===== config.mk =====
export PLATFORM = sky130hd
export DESIGN_NAME = hga_controller
export DESIGN_NICKNAME = d
export VERILOG_FILES = /design/src/rtl/hga_pkg.sv /design/src/rtl/hga_controller.sv
export SDC_FILE = /design/constraint.sdc
export NUM_CORES = 1
export LEC_CHECK = 0
export ABC_AREA = 1
export ABC_CLOCK_PERIOD_IN_PS = 2330
export BUFFER_PORTS_ARGS = -buffer_cell sky130_fd_sc_hd__buf_2
export CAP_MARGIN = 20
export CORE_AREA = 5 5 42 44
export DETAILED_ROUTE_END_ITERATION = 10
export DIE_AREA = 0 0 47 49
export MAX_ROUTING_LAYER = met4
export PLACE_DENSITY = 0.41
export SLEW_MARGIN = 10
export SYNTH_ARGS = -nofsm -noshare
export SYNTH_HDL_FRONTEND = slang
export SYNTH_SLANG_ARGS = --single-unit

===== constraint.sdc =====
create_clock -name clk -period 2.33 [get_ports clk]
set_input_delay 0.1165 -clock clk [delete_from_list [all_inputs] [get_ports clk]]
set_output_delay 0.1165 -clock clk [all_outputs]
set_load 0.05 [all_outputs]

===== src/rtl/hga_pkg.sv =====
// Shared constants, codes and control types of the generational handle allocator.
package hga_pkg;

	localparam int MAX_SLOTS = 1024;
	localparam int IDX_W     = $clog2(MAX_SLOTS);
	localparam int CNT_W     = $clog2(MAX_SLOTS + 1);
	localparam int VER_W     = 16;
	localparam int FIELD_W   = 16;
	localparam int HANDLE_W  = 32;
	localparam int CMD_W     = 2;
	localparam int ERR_W     = 2;

	localparam logic [CNT_W-1:0] MAX_CNT = CNT_W'(MAX_SLOTS);
	localparam logic [CNT_W-1:0] ONE_CNT = CNT_W'(1);
	localparam logic [VER_W-1:0] FIRST_VER = VER_W'(1);

	typedef enum logic [CMD_W-1:0] {
		CMD_SPAWN   = 2'd0,
		CMD_LOOKUP  = 2'd1,
		CMD_RECYCLE = 2'd2,
		CMD_COUNT   = 2'd3
	} command_t;

	typedef enum logic [ERR_W-1:0] {
		ERR_OK     = 2'd0,
		ERR_FULL   = 2'd1,
		ERR_UNUSED = 2'd2
	} err_t;

	typedef enum logic [1:0] {
		S_IDLE,
		S_EXEC,
		S_POP
	} state_t;

	// Commands from the controller to the datapath
	typedef struct packed {
		logic accept;
		logic pop_read;
		logic commit_exec;
		logic commit_pop;
	} ctrl_t;

	// Status from the datapath to the controller
	typedef struct packed {
		logic pop_needed;
	} status_t;

endpackage


===== src/rtl/hga_controller.sv =====
// Sequencing state machine of the handle allocator and the response valid flag.
module hga_controller (
	input  logic               clk,
	input  logic               arst_n,
	input  logic               req_valid,
	output logic               req_ready,
	input  logic               rsp_ready,
	output logic               rsp_valid,
	input  hga_pkg::status_t   status,
	output hga_pkg::ctrl_t     ctrl
);

	hga_pkg::state_t state_q;
	hga_pkg::state_t state_nxt;
	logic            rsp_valid_q;
	logic            out_free;

	assign out_free  = !rsp_valid_q || rsp_ready;
	assign rsp_valid = rsp_valid_q;

	// Next state
	always_comb begin
		state_nxt = state_q;
		case (state_q)
			hga_pkg::S_IDLE: begin
				if (req_valid) begin
					state_nxt = hga_pkg::S_EXEC;
				end
			end
			hga_pkg::S_EXEC: begin
				if (status.pop_needed) begin
					state_nxt = hga_pkg::S_POP;
				end else if (out_free) begin
					state_nxt = hga_pkg::S_IDLE;
				end
			end
			hga_pkg::S_POP: begin
				if (out_free) begin
					state_nxt = hga_pkg::S_IDLE;
				end
			end
			default: state_nxt = hga_pkg::S_IDLE;
		endcase
	end

	// Outputs
	always_comb begin
		req_ready = 1'b0;
		ctrl      = '0;
		case (state_q)
			hga_pkg::S_IDLE: begin
				req_ready   = 1'b1;
				ctrl.accept = req_valid;
			end
			hga_pkg::S_EXEC: begin
				if (status.pop_needed) begin
					ctrl.pop_read = 1'b1;
				end else begin
					ctrl.commit_exec = out_free;
				end
			end
			hga_pkg::S_POP: begin
				ctrl.commit_pop = out_free;
			end
			default: begin
				req_ready = 1'b0;
			end
		endcase
	end

	// Hold state and response valid
	always_ff @(posedge clk or negedge arst_n) begin
		if (!arst_n) begin
			state_q     <= hga_pkg::S_IDLE;
			rsp_valid_q <= 1'b0;
		end else begin
			state_q <= state_nxt;
			if (ctrl.commit_exec || ctrl.commit_pop) begin
				rsp_valid_q <= 1'b1;
			end else if (rsp_ready) begin
				rsp_valid_q <= 1'b0;
			end
		end
	end

endmodule


==> results of run 1 <==
==> report_power, final <==
part / switching [mW] / total [mW] / internal, mW / leakage (nW)
Clock: 0.0259 / 0.0900 / 0.0641 / 0.0150
Sequential: 0.0102 / 0.0760 / 0.0658 / 0.0383
Combinational: 0.126 / 0.163 / 0.0372 / 0.112
==> synthesized netlist by cell type <==
cell type,n,area [um^2]
inv_1,4,15.0
nor2_1,4,15.0
dfrtp_1,3,75.1
inv_2,3,11.3
nand2_1,3,11.3
nand2_2,2,12.5
nand3_1,2,10.0
nor2_2,2,12.5
nand3b_1,1,7.51
o21ai_1,1,5.00
==> flip-flops by register name, indices dropped and copies added, names as in the netlist <==
register	flops
state_q	2
rsp_valid	1
==> through the flow <==
step	power, mW	util
final	0.329	0.201
after global routing	0.357	0.201
after CTS	0.338	0.201
after detailed placement	0.241	0.175
after global placement	0.240	0.175
after floorplan	0.205	-
==> worst paths after layout <==
| path | startpoint | to | slack [ps] | cells after the start |
|---|---|---|---|---|
| max in group asynchronous | arst_n | state_q[0] | 2010 | 2 |
| min in group asynchronous | arst_n | rsp_valid | 210 | 2 |
| worst min register to register | state_q[1] | state_q[0] | 570 | 3 |
| worst min-delay path | req_valid | state_q[0] | 100 | 3 |
| worst max-delay path | state_q[0] | ctrl[0] | 1040 | 4 |
| worst max register to register | state_q[1] | rsp_valid | 1540 | 4 |
==> cell type report <==
| cell class | count | area [um^2] |
|---|---|---|
| sequential | 3 | 75.1 |
| clock buffer | 4 | 26.3 |
| tap | 16 | 20.0 |
| inverter | 7 | 26.3 |
| fill | 178 | 1120 |
| timing repair buffer | 11 | 60.1 |
| multi-input combinational | 15 | 73.8 |
==> kinds of logic after synthesis <==
logic type,Yosys count,synth area share
AOI/OAI and AO/OA,1,0.0285
DFF,3,0.429
and+or+nand+nor,14,0.393
buffers and inverters,7,0.150
==> worst min-delay path, cell delays in order <==
cell     delay, ps
buf_2           80
nand2_2         50
nand2_1         50
==> metal layers <==
| metal | part of all wire | vias to the layer above | routed length, um | track usage |
|---|---|---|---|---|
| li1 | - | 103 | - | - |
| met1 | 0.49 | 63 | 208 | 0.0551 |
| met2 | 0.37 | 10 | 154 | 0.0452 |
| met3 | 0.14 | 0 | 57 | 0.0369 |
| met4 | 0 | 0 | 0 | 0.0553 |
| met5 | 0 | - | 0 | - |
==> metrics, run 1 <==
setup TNS=0 ps; # IOs=11; fin area=282 um^2; HP Class=in -> reg; CTS tree=built; slew at the pin closest to its max-slew limit=252 ps; CP Max Fanout=4; vias=176; Vert. Die Dim=just under 50 um; H-Tree Depth=1; Slowest-stage cell, CP=dfrtp_1; element type at the critical path end=output pin; Reg clk slew, reported paths=30 ps; Synth Area per Inst=7.01 um^2; CTS resizes=0; vias in the first global route=about 180; Layout area overhead=60.7%; WHS=102 ps; # DRC=0; most frequent cells in the layout=10 x buf_2, 4 x inv_1, 4 x nor2_1; Synth Instances=25; commonest non-fill, non-tap cell in the layout=buf_2; Yosys cell types=10; placed instance area=about 250 um^2; first-pass detailed-route iteration total=2; Crit Path Class=reg -> out; share of layout cells above drive strength 1=0.500; max_slew headroom=0.833; first-pass GRT wire length=roughly 690 um; final hold vios=0; mapped cell area=175 um^2; power density over cell area=roughly 1200 nW/um^2; Routed WL=~420 um; crit start category=flip-flop; die width=47 um; syn_nets=30; Worst path top cell family by delay=flip-flops; ANT nets after route=0; Arr. time, crit path=1170 ps; Critical Path RT=2210 ps; TritonCTS buffer count=3; crit path buf inv count=2; Final setup viols=0; register bit total from synthesis=3; critical path, cell by cell=nor2_2 > inv_1 > nor2_1 > buf_2; via/cell ratio=3.14; initial antenna violation count=0; PnR worst setup slack=roughly 1000 ps; DP HPWL=360 um; dpl ws=1280 ps; period utilization=0.552; Leak=around 0.17 nW; MaxCap Viol Count=0; Max VDD drop=0.295 mV; ANT cells=0; outcome=finished, final reports clean; maximum clock insertion buffer count=2; sequential fraction of the synthesis area=0.429; CTS sink count=3; Routed wire per std cell=7.52 um; fin. max-slew vios=0; Period minus WS final=approximately 1300 ps; Initial Utilization=0.125; pin count of the biggest net entering global routing=6; Inst Count DP=slightly above 50; DRT iter0 DRCs=2; non-filler cells, final=56; I/O Buffers=10; number of core rows=14; worst stage delay on the critical path=410 ps; area of the die=2300 um^2; root buf cell=clkbuf_4; Core ar.=1400 um^2; grt total ovfl=0; Final Wtd Congestion=0.658; FMAX=0.777 GHz; Synth Warn #=0; layout net count=46; total track usage=0.0484; Clock Skews=~1.8 ps; RSZ-0062 raised after global routing=false; setup repair bufs after CTS=0; hold_buf cts=1; Clk Latency, worst-skew pair=230 ps
Note: power is estimated with default switching activity, not from simulation.
==> run 2: changes to the inputs <==
--- a/config.mk
+++ b/config.mk
@@ -6,7 +6,7 @@
 export NUM_CORES = 1
 export LEC_CHECK = 0
 export ABC_AREA = 1
-export ABC_CLOCK_PERIOD_IN_PS = 2330
+export ABC_CLOCK_PERIOD_IN_PS = 1200
 export BUFFER_PORTS_ARGS = -buffer_cell sky130_fd_sc_hd__buf_2
 export CAP_MARGIN = 20
 export CORE_AREA = 5 5 42 44
==> constraint.sdc (replaced) <==
create_clock -name clk -period 1.2 [get_ports clk]
set_input_delay 0.06 -clock clk [delete_from_list [all_inputs] [get_ports clk]]
set_output_delay 0.06 -clock clk [all_outputs]
set_load 0.05 [all_outputs]
==> metrics, run 2 (synthesized netlist as in run 1, its figures left out) <==
outcome=finished, final reports clean; Period minus WS final=1180 ps; share of layout cells above drive strength 1=0.659 (+0.159); Leak=0.173 nW (+4.6%); element type at the critical path end=output pin; Arr. time, crit path=1120 ps (-50 ps); Routed wire per std cell=8.67 um (+15%); Max VDD drop=0.779 mV (+160%); first-pass GRT wire length=834 um (+21%); Worst path top cell family by delay=buffers and inverters; Slowest-stage cell, CP=dfrtp_1; period utilization=0.983; Core ar.=1400 um^2 (unchanged); pin count of the biggest net entering global routing=6 (unchanged); TritonCTS buffer count=3 (unchanged); CP Max Fanout=4 (unchanged); clock share of power=0.253 (-0.020); vias=207 (+18%); Top reg by flops=state_q; Final Wtd Congestion=0.662 (+0.56%); sequential power share=0.214 (-0.017); layout net count=47 (+2.2%); slew at the pin closest to its max-slew limit=251 ps (-0.731 ps); # IOs=11 (unchanged); commonest non-fill, non-tap cell in the layout=buf_2; Crit Path Class=reg -> out; Highest Signal Layer=met4; RSZ-0062 raised after global routing=true; Internal Power=0.371 mW (+120%); Routed met1 length=227 um (+9.1%); Routed WL=494 um (+17%); number of core rows=14 (unchanged); fin. max-slew vios=0 (unchanged); via/cell ratio=3.63 (+16%); root buf cell=clkbuf_4; crit start category=flip-flop; HP Class=in -> reg; H-Tree Depth=1 (unchanged); CTS sink count=3 (unchanged); Vert. Die Dim=49 um (unchanged); Final setup viols=0 (unchanged); die width=47 um (unchanged); DP HPWL=366 um (+1.6%); vias in the first global route=222 (+24%); met3 routed WL=50 um (-12%); Reg clk slew, reported paths=40 ps (about the same); total track usage=0.0571 (+0.00871); # DRC=0 (unchanged); FMAX=between 0.8 and 0.9 GHz; Critical Path RT=1140 ps (-1070 ps); Net Switching=0.346 mW (+110%); MaxCap Viol Count=0 (unchanged); ANT nets after route=0 (unchanged); first-pass detailed-route iteration total=4 (+2); final hold vios=0 (unchanged); routed wl met2=182 um (+18%); power density over cell area=2130 nW/um^2 (+82%); Sw Share=0.483 (-0.00973); DRT iter0 DRCs=2 (unchanged); grt total ovfl=0 (unchanged); crit path buf inv count=3 (+1); final core occ=0.240 (+0.0393); maximum clock insertion buffer count=2 (unchanged); CTS tree=built; CP dominant cell by count=inv_2; Layout area overhead=92.1%; Final Power=0.717 mW (+120%); ANT cells=0 (unchanged); critical path, cell by cell=inv_2 > nand2_2 > inv_2 > buf_2; area of the die=2300 um^2 (unchanged); initial antenna violation count=0 (unchanged); I/O Buffers=10 (unchanged); Clock Skews=2.55 ps (+0.729 ps); Clk Latency, worst-skew pair=240 ps (about the same); Initial Utilization=0.125 (unchanged); max_slew headroom=0.834 (about the same); Gate power share=0.534 (+0.038); worst stage delay on the critical path=380 ps (-30 ps); most frequent cells in the layout=6 x buf_2, 4 x inv_2, 4 x nor2_2; max reg flops=2 (unchanged)
-- run 2: cell count changes in the layout (fill, tap and decap cells not counted), moves of 2 or more --
cell    delta
nor2_2     +2
buf_2      -4
nor2_1     -3
buf_6      +3
-- run 2: worst paths after layout --
kind                       slack (ps)  cells after the start         end  startpoint
min in group asynchronous         150                      2   rsp_valid      arst_n
max in group asynchronous         940                      2  state_q[0]      arst_n
max                                20                      4   req_ready  state_q[1]
min reg2reg                       610                      3  state_q[1]  state_q[0]
min                                50                      3  state_q[0]   req_valid
max reg2reg                       360                      4   rsp_valid  state_q[1]
-- run 2: through the flow --
| step | hold WS, ps | setup slack [ps] | std cells | area [um^2] | TNS (ps) |
|---|---|---|---|---|---|
| floorplan | -236 | -30.7 | 25 | 183 | -61.5 |
| global placement | -138 | 201 | 51 | 253 | 0 |
| detailed placement | -140 | 207 | 51 | 253 | 0 |
| CTS | 37.8 | 6.36 | 56 | 299 | 0 |
| global route | 84.8 | -39.4 | 57 | 337 | -135 |
| finish | 52.0 | 20.6 | 57 | 337 | 0 |
-- run 2: worst reg2reg max path, stage by stage (launching register included) --
cell and delay, ps:
dfrtp_1 380, inv_2 110, nor2_4 50, inv_1 80, nand3b_1 90
-- run 2: layout make-up --
type / instances / area [um^2]
Clock buffer: 4 / 26.3
Fill cell: 162 / 1060
Inverter: 7 / 26.3
Multi-Input combinational cell: 15 / 91.3
Sequential cell: 3 / 76.3
Tap cell: 16 / 20.0
Timing Repair Buffer: 12 / 96.3
-- run 2: metal layers --
| layer | GRT usage | vias up |
|---|---|---|
| li1 | - | 105 |
| met1 | 0.0684 | 83 |
| met2 | 0.0611 | 15 |
| met3 | 0.0111 | 4 |
| met4 | 0.0829 | 0 |
| met5 | - | - |
-- run 2: power groups by stage --
stage               Combinational, mW  Clock, mW  Sequential (mW)
CTS                             0.345      0.191            0.148
global placement                0.327          0            0.148
global route                    0.412      0.195            0.156
finish                          0.383      0.181            0.153
detailed placement              0.328          0            0.149
floorplan                       0.215          0            0.191
-- run 2: what timing repair did --
item	CTS	global route
endpoints found under the setup margin	4	5
hold buffers	1	0
gates resized for setup	4	9
buffers inserted	0	1
pin swaps	0	2
hold endpoints to repair	3	0
==> run 3: changes to the inputs <==
--- a/config.mk
+++ b/config.mk
@@ -6,7 +6,7 @@
 export NUM_CORES = 1
 export LEC_CHECK = 0
 export ABC_AREA = 1
-export ABC_CLOCK_PERIOD_IN_PS = 1200
+export ABC_CLOCK_PERIOD_IN_PS = 1300
 export BUFFER_PORTS_ARGS = -buffer_cell sky130_fd_sc_hd__buf_2
 export CAP_MARGIN = 20
 export CORE_AREA = 5 5 42 44
@@ -14,6 +14,7 @@
 export DIE_AREA = 0 0 47 49
 export MAX_ROUTING_LAYER = met4
 export PLACE_DENSITY = 0.41
+export SETUP_SLACK_MARGIN = 0.05
 export SLEW_MARGIN = 10
 export SYNTH_ARGS = -nofsm -noshare
 export SYNTH_HDL_FRONTEND = slang
==> constraint.sdc (replaced) <==
create_clock -name clk -period 1.3 [get_ports clk]
set_input_delay 0.065 -clock clk [delete_from_list [all_inputs] [get_ports clk]]
set_output_delay 0.065 -clock clk [all_outputs]
set_load 0.05 [all_outputs]
==> metrics, run 3 (synthesized netlist as in run 1, its figures left out) <==
die width=47 um (unchanged); Final Wtd Congestion=0.648 (-2.2%); Arr. time, crit path=1100 ps (-20 ps); first-pass detailed-route iteration total=4 (unchanged); total track usage=0.0505 (-0.00658); vias=196 (-5.3%); Clk Latency, worst-skew pair=240 ps (about the same); root buf cell=clkbuf_4; DP HPWL=339 um (-7.5%); ANT cells=0 (unchanged); initial antenna violation count=0 (unchanged); Final setup viols=0 (unchanged); RSZ-0062 raised after global routing=true; CP Max Fanout=4 (unchanged); max_slew headroom=0.836 (+0.00259); pin count of the biggest net entering global routing=6 (unchanged); FMAX=0.855 GHz; Routed wire per std cell=7.71 um (-11%); Internal Power=0.322 mW (-13%); Reg clk slew, reported paths=40 ps (about the same); Critical Path RT=1240 ps (+100 ps); grt total ovfl=0 (unchanged); Layout area overhead=74.3%; Initial Utilization=0.125 (unchanged); Max VDD drop=1.04 mV (+34%); Top reg by flops=state_q; MaxCap Viol Count=0 (unchanged); first-pass GRT wire length=759 um (-9.0%); WHS=54.7 ps (+2.69 ps); Core ar.=1400 um^2 (unchanged); Clock Skews=0.743 ps (-1.80 ps); Worst Reg2Reg Path Length in Cells=4 (unchanged); setup repair bufs after CTS=0 (unchanged); Final Power=0.623 mW (-13%); slew at the pin closest to its max-slew limit=248 ps (-3.91 ps); crit start category=flip-flop; sequential power share=0.218 (+0.004); period utilization=0.899; ANT nets after route=0 (unchanged); CTS sink count=3 (unchanged); DRT iter0 DRCs=2 (unchanged); Period minus WS final=1170 ps; Routed WL=432 um (-13%); power density over cell area=2040 nW/um^2 (-4.2%); Crit Reg-Reg Endpoint=rsp_valid; element type at the critical path end=output pin; Leak=0.168 nW (-3.1%); H-Tree Depth=1 (unchanged); commonest non-fill, non-tap cell in the layout=buf_2; area of the die=2300 um^2 (unchanged); reg2reg start=state_q[1]; I/O Buffers=10 (unchanged); # DRC=0 (unchanged); worst setup path start=state_q[1]; final hold vios=0 (unchanged); share of layout cells above drive strength 1=0.525 (-0.134); vias in the first global route=203 (-8.6%); most frequent cells in the layout=6 x buf_2, 4 x inv_1; HP Class=in -> reg; via/cell ratio=3.50 (-3.6%); Net Switching=0.301 mW (-13%); CP endpoint=ctrl[1]; number of core rows=14 (unchanged); Vert. Die Dim=49 um (unchanged); Gate power share=0.513 (-0.021); clock share of power=0.269 (+0.016); max reg flops=2 (unchanged); CTS tree=built; maximum clock insertion buffer count=2 (unchanged); # IOs=11 (unchanged); Crit Path Class=reg -> out; layout net count=46 (-2.1%); TritonCTS buffer count=3 (unchanged); outcome=finished, final reports clean; fin. max-slew vios=0 (unchanged); Sw Share=0.483 (+0.000828); Reg2Reg Setup Slack=500 ps (+140 ps)
[run 3: worst max-delay path, stage by stage, from the launching register on]
cell and delay [ps]:
dfrtp_1 380, inv_2 90, nand3_1 90, nor2_1 130
buf_6 170
[run 3: worst min path at each step]
| stage | startpoint | endpoint | slack, ps | depth (start not counted) |
|---|---|---|---|---|
| 3_5_place_dp | arst_n | state_q[0] | -130 | 1 |
| 6_report | req_valid | state_q[0] | 50 | 3 |
| 3_3_place_gp | arst_n | state_q[1] | -130 | 1 |
| 5_1_grt | req_valid | state_q[0] | 70 | 3 |
| 4_1_cts | req_valid | state_q[0] | 50 | 3 |
| 2_1_floorplan | arst_n | rsp_valid | -230 | 0 |
[run 3: area by class of cell]
cell class	count	area, um^2
Fill cell	173	1100
Timing Repair Buffer	11	81.3
Multi-Input combinational cell	15	76.3
Sequential cell	3	75.1
Clock buffer	4	26.3
Inverter	7	26.3
Tap cell	16	20.0
[run 3: routing by layer]
layer | global-route usage | up-vias | share of wire
li1 | - | 102 | -
met1 | 0.0527 | 84 | 0.49
met2 | 0.0633 | 10 | 0.41
met3 | 0.0443 | 0 | 0.10
met4 | 0.0276 | 0 | 0
met5 | - | - | 0
[run 3: stage by stage]
step	TNS, ps	cells	util	instance area [um^2]	setup slack [ps]
2_1_floorplan	-309	25	-	175	-155
3_3_place_gp	0	51	0.175	245	304
3_5_place_dp	0	51	0.175	245	304
4_1_cts	0	56	0.204	287	57.4
5_1_grt	0	56	0.218	305	34.2
6_report	0	56	0.218	305	131
[run 3: power by group through the flow]
stage	Clock, mW	Sequential [mW]	Combinational (mW)
floorplan	0	0.176	0.191
global placement	0	0.137	0.294
detailed placement	0	0.137	0.292
CTS	0.174	0.136	0.303
global route	0.181	0.140	0.346
finish	0.168	0.136	0.320
[run 3: what timing repair did]
action	4_1_cts	5_1_grt
resized for setup	2	8
endpoints found under the setup margin	2	4
endpoints found under the hold margin	3	0
hold buffers	1	0
pin swaps	0	1
